<file path="config.mk">
export PLATFORM = sky130hd
export DESIGN_NAME = lru_page_cache_lookup
export DESIGN_NICKNAME = d
export VERILOG_FILES = /design/src/rtl/lplc_pkg.sv /design/src/rtl/lplc_tag_store.sv /design/src/rtl/lplc_recency.sv /design/src/rtl/lru_page_cache_lookup.sv
export VERILOG_INCLUDE_DIRS = /design/src /design/src/rtl
export SDC_FILE = /design/constraint.sdc
export NUM_CORES = 2
export LEC_CHECK = 0
export ABC_CLOCK_PERIOD_IN_PS = 10600
export BUFFER_PORTS_ARGS = -buffer_cell sky130_fd_sc_hd__buf_2
export CAP_MARGIN = 10
export CORE_MARGIN = 10
export CORE_UTILIZATION = 35
export DETAILED_ROUTE_END_ITERATION = 10
export SLEW_MARGIN = 20
export SYNTH_ARGS = -nofsm -noshare
export SYNTH_HDL_FRONTEND = slang
export SYNTH_SLANG_ARGS = --single-unit
</file>
<file path="constraint.sdc">
create_clock -name clk -period 10.6 [get_ports clk]
set_clock_uncertainty 0.1 [all_clocks]
set_input_delay 2.12 -clock clk [delete_from_list [all_inputs] [get_ports clk]]
set_output_delay 2.12 -clock clk [all_outputs]
set_load 0.01 [all_outputs]
</file>
<file path="src/rtl/lru_page_cache_lookup_assert.svh">
// Assertion macros for the LRU page cache lookup.
// Depends on nothing; expects clk and rst_n in the including scope.
`ifndef LRU_PAGE_CACHE_LOOKUP_ASSERT_SVH
`define LRU_PAGE_CACHE_LOOKUP_ASSERT_SVH

// Same-cycle implication, checked outside reset
`define LPLC_ASSERT_IMP(lbl, ante, cons, msg) \
  lbl: assert property (@(posedge clk) disable iff (!rst_n) (ante) |-> (cons)) \
    else $error(msg);

// Next-cycle implication, checked outside reset
`define LPLC_ASSERT_NXT(lbl, ante, cons, msg) \
  lbl: assert property (@(posedge clk) disable iff (!rst_n) (ante) |=> (cons)) \
    else $error(msg);

`endif

</file>
<file path="src/rtl/lplc_pkg.sv">
// Shared types and constants for the LRU page cache lookup.
// No dependencies.
package lplc_pkg;

  localparam int PAGE_W   = 52;  // page number width
  localparam int SLOT_FW  = 6;   // slot field width on the result
  localparam int IN_TDW   = 56;  // page_id padded to bytes
  localparam int OUT_TDW  = 64;  // 60 bits of result padded to bytes

  // Tag compare outcome handed from the tag store to the top level
  typedef struct packed {
    logic               hit;
    logic [SLOT_FW-1:0] slot;
  } lplc_match_t;

  // One result item
  typedef struct packed {
    logic [PAGE_W-1:0]  evicted_page;
    logic               evicted_valid;
    logic [SLOT_FW-1:0] slot;
    logic               hit;
  } lplc_result_t;

endpackage

</file>
<file path="src/rtl/lplc_tag_store.sv">
// Tag and valid storage with a parallel tag compare across all slots.
// Depends on lplc_pkg.
module lplc_tag_store
  import lplc_pkg::*;
#(
  parameter int WAYS   = 16,
  parameter int SLOT_W = $clog2(WAYS)
) (
  input  logic              clk,
  input  logic              rst_n,
  input  logic [PAGE_W-1:0] lookup_page,
  input  logic [SLOT_W-1:0] lru_slot,
  input  logic              wr_en,
  output lplc_match_t       match,
  output logic              victim_valid,
  output logic [PAGE_W-1:0] victim_page
);

  logic [PAGE_W-1:0] tag_r [WAYS];
  logic [WAYS-1:0]   valid_r;
  logic [WAYS-1:0]   hit_vec;

  // Compare every valid slot, then OR-encode the (at most one) match
  always_comb begin
    match = '0;
    for (int i = 0; i < WAYS; i++) begin
      hit_vec[i] = valid_r[i] && (tag_r[i] == lookup_page);
      if (hit_vec[i]) begin
        match.slot = match.slot | SLOT_FW'(i);
      end
    end
    match.hit = |hit_vec;
  end

  // Page held by the least recent slot, zero when that slot is empty
  assign victim_valid = valid_r[lru_slot];
  assign victim_page  = victim_valid ? tag_r[lru_slot] : '0;

  // Valid bits clear at reset
  always_ff @(posedge clk) begin
    if (!rst_n) begin
      valid_r <= '0;
    end else if (wr_en) begin
      valid_r[lru_slot] <= 1'b1;
    end
  end

  // Tags are only read behind a valid bit, so no reset
  always_ff @(posedge clk) begin
    if (wr_en) begin
      tag_r[lru_slot] <= lookup_page;
    end
  end

endmodule

</file>
<file path="src/rtl/lplc_recency.sv">
// Recency list of slot numbers, least recent first, with move-to-most-recent.
// Depends on lplc_pkg.
module lplc_recency
  import lplc_pkg::*;
#(
  parameter int WAYS   = 16,
  parameter int SLOT_W = $clog2(WAYS)
) (
  input  logic              clk,
  input  logic              rst_n,
  input  logic              touch_en,
  input  logic [SLOT_W-1:0] touch_slot,
  output logic [SLOT_W-1:0] lru_slot
);

  logic [SLOT_W-1:0] order_r   [WAYS];
  logic [SLOT_W-1:0] order_nxt [WAYS];
  logic [WAYS-1:0]   at_pos;
  logic [WAYS-1:0]   shift;

  assign lru_slot = order_r[0];

  // Locate the touched slot; every entry above it moves down one place
  always_comb begin
    for (int j = 0; j < WAYS; j++) begin
      at_pos[j] = (order_r[j] == touch_slot);
    end
    for (int j = 0; j < WAYS; j++) begin
      shift[j] = 1'b0;
      for (int k = 0; k <= j; k++) begin
        shift[j] = shift[j] | at_pos[k];
      end
    end
    for (int j = 0; j < WAYS - 1; j++) begin
      order_nxt[j] = shift[j] ? order_r[j + 1] : order_r[j];
    end
    order_nxt[WAYS - 1] = touch_slot;
  end

  // Ascending order out of reset
  always_ff @(posedge clk) begin
    if (!rst_n) begin
      for (int j = 0; j < WAYS; j++) begin
        order_r[j] <= SLOT_W'(j);
      end
    end else if (touch_en) begin
      order_r <= order_nxt;
    end
  end

endmodule

</file>
<file path="src/rtl/lru_page_cache_lookup.sv">
// LRU page cache lookup: one page request per cycle while out_tready is high;
// an accepted request goes to the input register, then the result register.
// The tag compare across all WAYS slots and the recency list update are
// combinational between those registers, so back-to-back requests see each
// other's updates with no stall. A full result register stalls the input only
// when out_tready is low. No clearing pass after reset: valid bits clear at once.
// Depends on lplc_pkg, lplc_tag_store, lplc_recency and the assertion header.
`include "lru_page_cache_lookup_assert.svh"

module lru_page_cache_lookup
  import lplc_pkg::*;
#(
  parameter int WAYS = 16
) (
  input  logic               clk,
  input  logic               rst_n,
  input  logic               in_tvalid,
  output logic               in_tready,
  input  logic [IN_TDW-1:0]  in_tdata,   // [51:0] page_id, [55:52] zero
  output logic               out_tvalid,
  input  logic               out_tready,
  output logic [OUT_TDW-1:0] out_tdata   // [0] hit, [6:1] slot,
                                         // [7] evicted_valid,
                                         // [59:8] evicted_page, [63:60] zero
);

  localparam int SLOT_W = $clog2(WAYS);

  logic              in_valid_r;
  logic [PAGE_W-1:0] page_r;
  logic              out_valid_r;
  lplc_result_t      result_r;
  lplc_result_t      result_nxt;

  logic              adv;
  logic              fire;
  lplc_match_t       match;
  logic [SLOT_W-1:0] lru_slot;
  logic [SLOT_W-1:0] touch_slot;
  logic              victim_valid;
  logic [PAGE_W-1:0] victim_page;

  // Handshake: result register frees when empty or being taken
  assign adv       = !out_valid_r || out_tready;
  assign in_tready = !in_valid_r || adv;
  assign fire      = in_valid_r && adv;

  assign out_tvalid = out_valid_r;
  assign out_tdata  = OUT_TDW'(result_r);

  lplc_tag_store #(
    .WAYS   (WAYS),
    .SLOT_W (SLOT_W)
  ) u_tags (
    .clk          (clk),
    .rst_n        (rst_n),
    .lookup_page  (page_r),
    .lru_slot     (lru_slot),
    .wr_en        (fire && !match.hit),
    .match        (match),
    .victim_valid (victim_valid),
    .victim_page  (victim_page)
  );

  lplc_recency #(
    .WAYS   (WAYS),
    .SLOT_W (SLOT_W)
  ) u_recency (
    .clk        (clk),
    .rst_n      (rst_n),
    .touch_en   (fire),
    .touch_slot (touch_slot),
    .lru_slot   (lru_slot)
  );

  // Hit touches the matching slot; miss refills and touches the LRU slot
  assign touch_slot = match.hit ? match.slot[SLOT_W-1:0] : lru_slot;

  always_comb begin
    result_nxt.hit = match.hit;
    if (match.hit) begin
      result_nxt.slot          = match.slot;
      result_nxt.evicted_valid = 1'b0;
      result_nxt.evicted_page  = '0;
    end else begin
      result_nxt.slot          = SLOT_FW'(lru_slot);
      result_nxt.evicted_valid = victim_valid;
      result_nxt.evicted_page  = victim_page;
    end
  end

  // Control registers
  always_ff @(posedge clk) begin
    if (!rst_n) begin
      in_valid_r  <= 1'b0;
      out_valid_r <= 1'b0;
    end else begin
      if (in_tready) begin
        in_valid_r <= in_tvalid;
      end
      if (adv) begin
        out_valid_r <= in_valid_r;
      end
    end
  end

  // Payload registers
  always_ff @(posedge clk) begin
    if (in_tvalid && in_tready) begin
      page_r <= in_tdata[PAGE_W-1:0];
    end
    if (fire) begin
      result_r <= result_nxt;
    end
  end

  // Checks
  `LPLC_ASSERT_NXT(a_fire_gives_result, fire, out_valid_r,
    "lookup did not load the result register")
  `LPLC_ASSERT_IMP(a_hit_no_evict, out_valid_r && result_r.hit,
    !result_r.evicted_valid && (result_r.evicted_page == '0),
    "hit reported an eviction")
  `LPLC_ASSERT_IMP(a_slot_range, out_valid_r, int'(result_r.slot) < WAYS,
    "result slot out of range")

endmodule
</file>
-- After elaboration in Yosys (flattened, before gate mapping)
Memory sizes are Yosys's and may differ from the RTL's. A register that Yosys moved wholly into a read port is not among the register bits.
Index checks and enable logic that the tools add are counted.
- reductions and logical operators: 42
- multiplexer cells: 23
- equal/unequal tests: 31
- bitwise logic cells: 16
- order comparisons: 2
- operators with widths (cell ; number):
    52-bit == test ; 16
    4-bit == test ; 15
    4-bit 2-to-1 mux ; 10
    2-bit AND reduction ; 15
    1-bit logical AND ; 20
    17-bit OR reduction ; 1
    16-bit OR ; 1
    16-bit OR reduction ; 1
    1-bit OR ; 14
    3-bit 2-to-1 mux ; 4
    4-bit by 5-bit less-than comparator with 1-bit output (second input constant) ; 1
    1-bit 2-to-1 mux ; 5
    1-bit binary-select mux with 4-bit select ; 1
    1-bit demux with 4-bit select ; 1
    4-bit by 1-bit >= comparator with 1-bit output (second input constant) ; 1
    2-bit 2-to-1 mux ; 2
    1-bit zero test ; 3
    1-bit logical OR ; 2
    1-bit NOT ; 1
- bits in writable memories: 832
- output and inout port bits: 66
- memories: 1
- register bits after elaboration: 142
- word-level logic and storage cells: 139
- bits of input ports: 60
- memories (name ; depth ; width ; rd ports ; clocked after memory_dff ; write ports ; line ; RTL):
    u_tags.tag_r ; 16 ; 52 ; 17 ; 1 ; 1 ; lplc_tag_store.sv:19 ; logic [PAGE_W-1:0] tag_r [WAYS];

-- Depth between registers and ports, before layout
An unclocked memory read counts as a cell.
- depth in word-level cells: 35
- depth in mapped cells: 18
- mapped depth without buffers: 13

-- Modules after synthesis
A second synthesis with hierarchy kept.
- cells, all modules: 3111
- area total of the unflattened synthesis: 49114.6 sq um
- modules (own cells, without submodules) (module ; cells an instance ; sequential area each (sq um) ; area each (sq um) ; instances):
    lplc_tag_store ; 2562 ; 25304.3 ; 41890.2 ; 1
    lru_page_cache_lookup ; 192 ; 3403.3 ; 3932.5 ; 1
    lplc_recency ; 357 ; 1281.2 ; 3291.9 ; 1

-- Least setup slack after synthesis
Ideal clock, no wire load.
- path kind: in2reg
- start point: input port out_tready
- end point: memory u_tags.tag_r[3][0], enable pin
- setup time: 0.528 ns
- arrival time: 6.752 ns
- required time: 9.972 ns
- buffers on the path: 2
- cell stages on the path: 7
- path slack: 3.220 ns
- path through: nor2b_1 nand2b_1 clkbuf_1 clkbuf_1 nor2_1 nand3_1 nor3_1
- cells in the longest elaborated chain, start to end: 5
- RTL lines (element ; line ; RTL):
    start, declared ; lru_page_cache_lookup.sv:21 ; input logic out_tready,
    1-bit logical OR ; lru_page_cache_lookup.sv:44 ; assign adv = !out_valid_r || out_tready;
    1-bit logical AND ; lru_page_cache_lookup.sv:46 ; assign fire = in_valid_r && adv;
    1-bit logical AND ; lru_page_cache_lookup.sv:59 ; .wr_en (fire && !match.hit),
    1-bit 2-to-1 mux ; lplc_tag_store.sv:50 ; if (wr_en) begin
    1-bit 2-to-1 mux (implied by the code) ; lplc_tag_store.sv:51 ; tag_r[lru_slot] <= lookup_page;
    end, declared ; lplc_tag_store.sv:19 ;
No other way between the ends.

-- Worst setup path in the final report
- start point: register page_r[4]
- end point: register u_recency.order_r[7] (netlist name)
- cells in the longest elaborated chain, start to end: 34
- elaborated cells on any way between the ends: 79
- classes of those cells: eq/ne (31); mux (16); bitwise (14); reduce/logical (18)
- RTL lines (element ; line ; RTL):
    start, declared ; lru_page_cache_lookup.sv:30 ; logic [PAGE_W-1:0] page_r;
    start signal, assigned ; lru_page_cache_lookup.sv:110 ; page_r <= in_tdata[PAGE_W-1:0];
    52-bit == test ; lplc_tag_store.sv:27 ; hit_vec[i] = valid_r[i] && (tag_r[i] == lookup_page);
    1-bit logical AND ; lplc_tag_store.sv:27 ;
    1-bit 2-to-1 mux ; lplc_tag_store.sv:28 ; if (hit_vec[i]) begin
    2-bit 2-to-1 mux (2 in series) ; lplc_tag_store.sv:28 ;
    3-bit 2-to-1 mux (4 in series) ; lplc_tag_store.sv:28 ;
    4-bit 2-to-1 mux (8 in series) ; lplc_tag_store.sv:28 ;
    4-bit 2-to-1 mux * ; lru_page_cache_lookup.sv:77 ; assign touch_slot = match.hit ? match.slot[SLOT_W-1:0] : lru_slot;
    4-bit == test ; lplc_recency.sv:26 ; at_pos[j] = (order_r[j] == touch_slot);
    1-bit OR (13 in series) ; lplc_recency.sv:31 ; shift[j] = shift[j] | at_pos[k];
    1-bit OR * ; lplc_recency.sv:31 ;
    2-bit AND reduction (no source line) * ; n/a ;
    end signal, assigned by index ; lplc_recency.sv:44 ; order_r[j] <= SLOT_W'(j);
    end signal, assigned ; lplc_recency.sv:47 ; order_r <= order_nxt;
    end, declared ; lplc_recency.sv:16 ; logic [SLOT_W-1:0] order_r [WAYS];
Every way passes the cells marked *; elsewhere a longest branch is shown, timed or not.
A chain may end at the register's enable or synchronous reset.

==> reports/qor.yml <==
power_and_ir_drop:
  seqPwrFrac_pct: 47.2
  leakagePower_uw: 0.0184
  power_switching_uw: 2560
  p_per_area_nw_per_um2: 161
  clkPwrFrac_pct: 42.3
  p_int_uw: 7010
  p_sw_share_pct: 26.8
  vdd_drop_max_uv: 131
  p_comb_share_pct: 10.5
placement:
  io_buffer_count: 115
  dp_slack_ns: 3.96
  hpwl_um: 182000
  place.gp.congestion: 1.02
  dp.cells: 5751
critical_path:
  slowest_delay_ns: 1.17
  end_kind: "flop"
  startpoint_type: "flop"
  required_ns: 11.18
  r2r_cells: 14
  path_cells: "buf_4 > xnor2_1 > nand4_1 > nor4_1 > nand4_1 > o41ai_1 > nor3_1 > a31oi_4 > o221ai_1 > nor4_1 > a211oi_2 > a31oi_4 > nand4bb_1 > mux2i_1"
  cp_max_fo: 20
  worstPathArrival_ns: 7.52
  cp_slowest_cell: "o41ai_1"
  crit_type: "reg -> reg"
final_layout:
  drive_gt1_share_pct: 18.0
  multi_input_area_um2: 21700
  fin_cells: 5991
  nFillCells: 14100
  area_growth_pct: 13.0
  finalNetCount: 3914
  seq_area_um2: 29900
  fin_util_pct: 39.8
clock_tree:
  cts.repair.resized: 0
  clk_path_buf_depth: 3
  ctsHoldBuffers: 0
  cts_setup_buffers: 0
  cts_root_buf: "clkbuf_16"
  cts_buffers: 117
  clock_sinks: 1024
  insertion_delay_ns: 0.79
  cts_tree: "done"
  cts_max_level: 3
  cts.clk_slew.worst_paths_ns: 0.06
route:
  drc_errors: 0
  ant_nets: 0
  wl_um: 244000
  drtIter0Drc: 5316
  firstDrtPassIters: 6
  wire_per_inst_um: 40.7
  vias_per_cell: 6.17
  via_count: 37000
logic_synthesis:
  synth_top_family_by_area: "simple AND/OR/NAND/NOR gates"
  synth_cell_types: 89
  syn_inst: 3715
  synthArstFlopShare_pct: 0
  synth_area_leader_cell: "edfxtp_1"
  synth-main-ff-cell: "edfxtp_1"
  ys_warn_count: 0
  yosys_register_bits: 1024
  post-synth-top-count-cell: "edfxtp_1"
  syn_avg_cell_area_um2: 14.2
  synth_top_area_share_pct: 53.6
  synth_area_leaders: "edfxtp_1 (54%), mux4_2 (11%), xnor2_1 (8.5%)"
  synth.mux.area_fraction_pct: 12.4
  yosysSeqAreaShare_pct: 56.7
  yosys.area_share.simple_pct: 13.3
  synth_xor_xnor_area_share_pct: 12.6
  syn_area_um2: 52800
  synth_compound_area_share_pct: 2.63
  synthAdderAreaFrac_pct: 0
  synth_edf_count: 942
  synthTopCellsByCount: "edfxtp_1 (942), xnor2_1 (511), mux4_2 (265)"
die:
  initial_core_util_pct: 35.2
  io_pins: 126
  coreArea_um2: 150000
  dieArea_um2: 167000
  rows: 142
  fp.dieW_um: 408
  fp.dieH_um: 408
flow_run:
  max_cap_viol_count: 0
sta:
  whs_ns: 0.359
  finalHoldViolations: 0
  period_minus_slack_ns: 6.93
  slew_headroom_pct: 10.6
  fin_setup_tns_ns: 0
  finalCritPeriodShare_pct: 65.4
  rsz0062_at_grt: "no"
  setup_viol: 0
  drv_slew: 0
  worst_pin_slew_ns: 1.34
  setup_ws_ns: 3.67
  max_freq_mhz: 144
grt:
  antenna_found_initial: 41
  grt_pass1_wl_um: 321000
  grt_usage_pct: 28.1
  grt_start_max_net_pins: 127
  grt.overflow.total: 0
  grt_pass1_vias: 34600
min_path:
  min_path_cells: 2
  min_path_type: "reg -> reg"
status:
  status: "completed"
[metrics by stage]
step	instance area, um2	power, uW
after global routing	59600	9790
after floorplan	52800	5120
after detailed placement	55800	5590
after global placement	55800	5590
final	59600	9580
after CTS	59600	9600
[placed cells by master, fill, tap and decap left out, types with 68 or more instances in the layout]
cell and count:
buf_4 105, xnor2_1 511, nor2b_1 75, dfxtp_1 78, buf_2 115, clkbuf_16 119
nand4_1 259, mux4_2 264, nand2_1 122, nand2b_1 206, edfxtp_1 942, nand3_1 68
xor2_1 247, nor4_1 146
[cell type report]
type,instances,area share [%]
multi-input combinational,2426,36.5
sequential,1024,50.2
clock buffer,140,5.14
inverter,64,0.407
tap,2016,4.23
clock inverter,81,1.13
timing repair buffer,221,2.32
antenna,19,0.0797
[worst max-delay path, delay by kind of cell (launching register included)]
family / cells / cell delay, ns
AO/OA/AOI/OAI: 5 / 2.73
AND/OR/NAND/NOR: 6 / 2.16
flip-flops: 1 / 0.89
buffers and inverters: 1 / 0.48
XOR/XNOR: 1 / 0.22
multiplexers: 1 / 0.21
[layer usage]
layer  up-vias  global-route usage, %  wire length, um
met5         -                      0              250
met4        38                   14.2            14500
met3       469                   7.55            24500
met2      2181                   42.1           107000
met1     19600                   37.4            96900
li1      14700                      -                -
[power groups by stage]
stage                     logic, uW  registers, uW  clock network, uW
final                          1010           4520               4050
after global routing           1030           4520               4250
after CTS                       987           4520               4100
after detailed placement        983           4600                  0
after global placement          989           4600                  0
after floorplan                 518           4610                  0
[worst paths after layout]
check                  startpoint              endpoint  slack (ns)
min reg2reg  u_recency.order_r[0]  u_recency.order_r[4]        0.36
min          u_recency.order_r[0]  u_recency.order_r[4]        0.36
max                     page_r[4]  u_recency.order_r[7]        3.67
max reg2reg             page_r[4]  u_recency.order_r[7]        3.67
[registers in the layout, summed over array words and instances, names as in the netlist]
| register | flops |
|---|---|
| in_valid_r | 1 |
| out_tdata | 58 |
| out_tvalid | 1 |
| page_r | 52 |
| u_recency.lru_slot | 4 |
| u_recency.order_r | 60 |
| u_tags.tag_r | 832 |
| u_tags.valid_r | 16 |
[kinds of logic after synthesis]
logic type / after synthesis
AND/OR/NAND/NOR: 1172
flip-flops: 1024
XOR/XNOR: 758
multiplexers: 323
buffers and inverters: 270
AO/OA/AOI/OAI: 167
other: 1
Note: power is estimated with default switching activity, not from simulation.
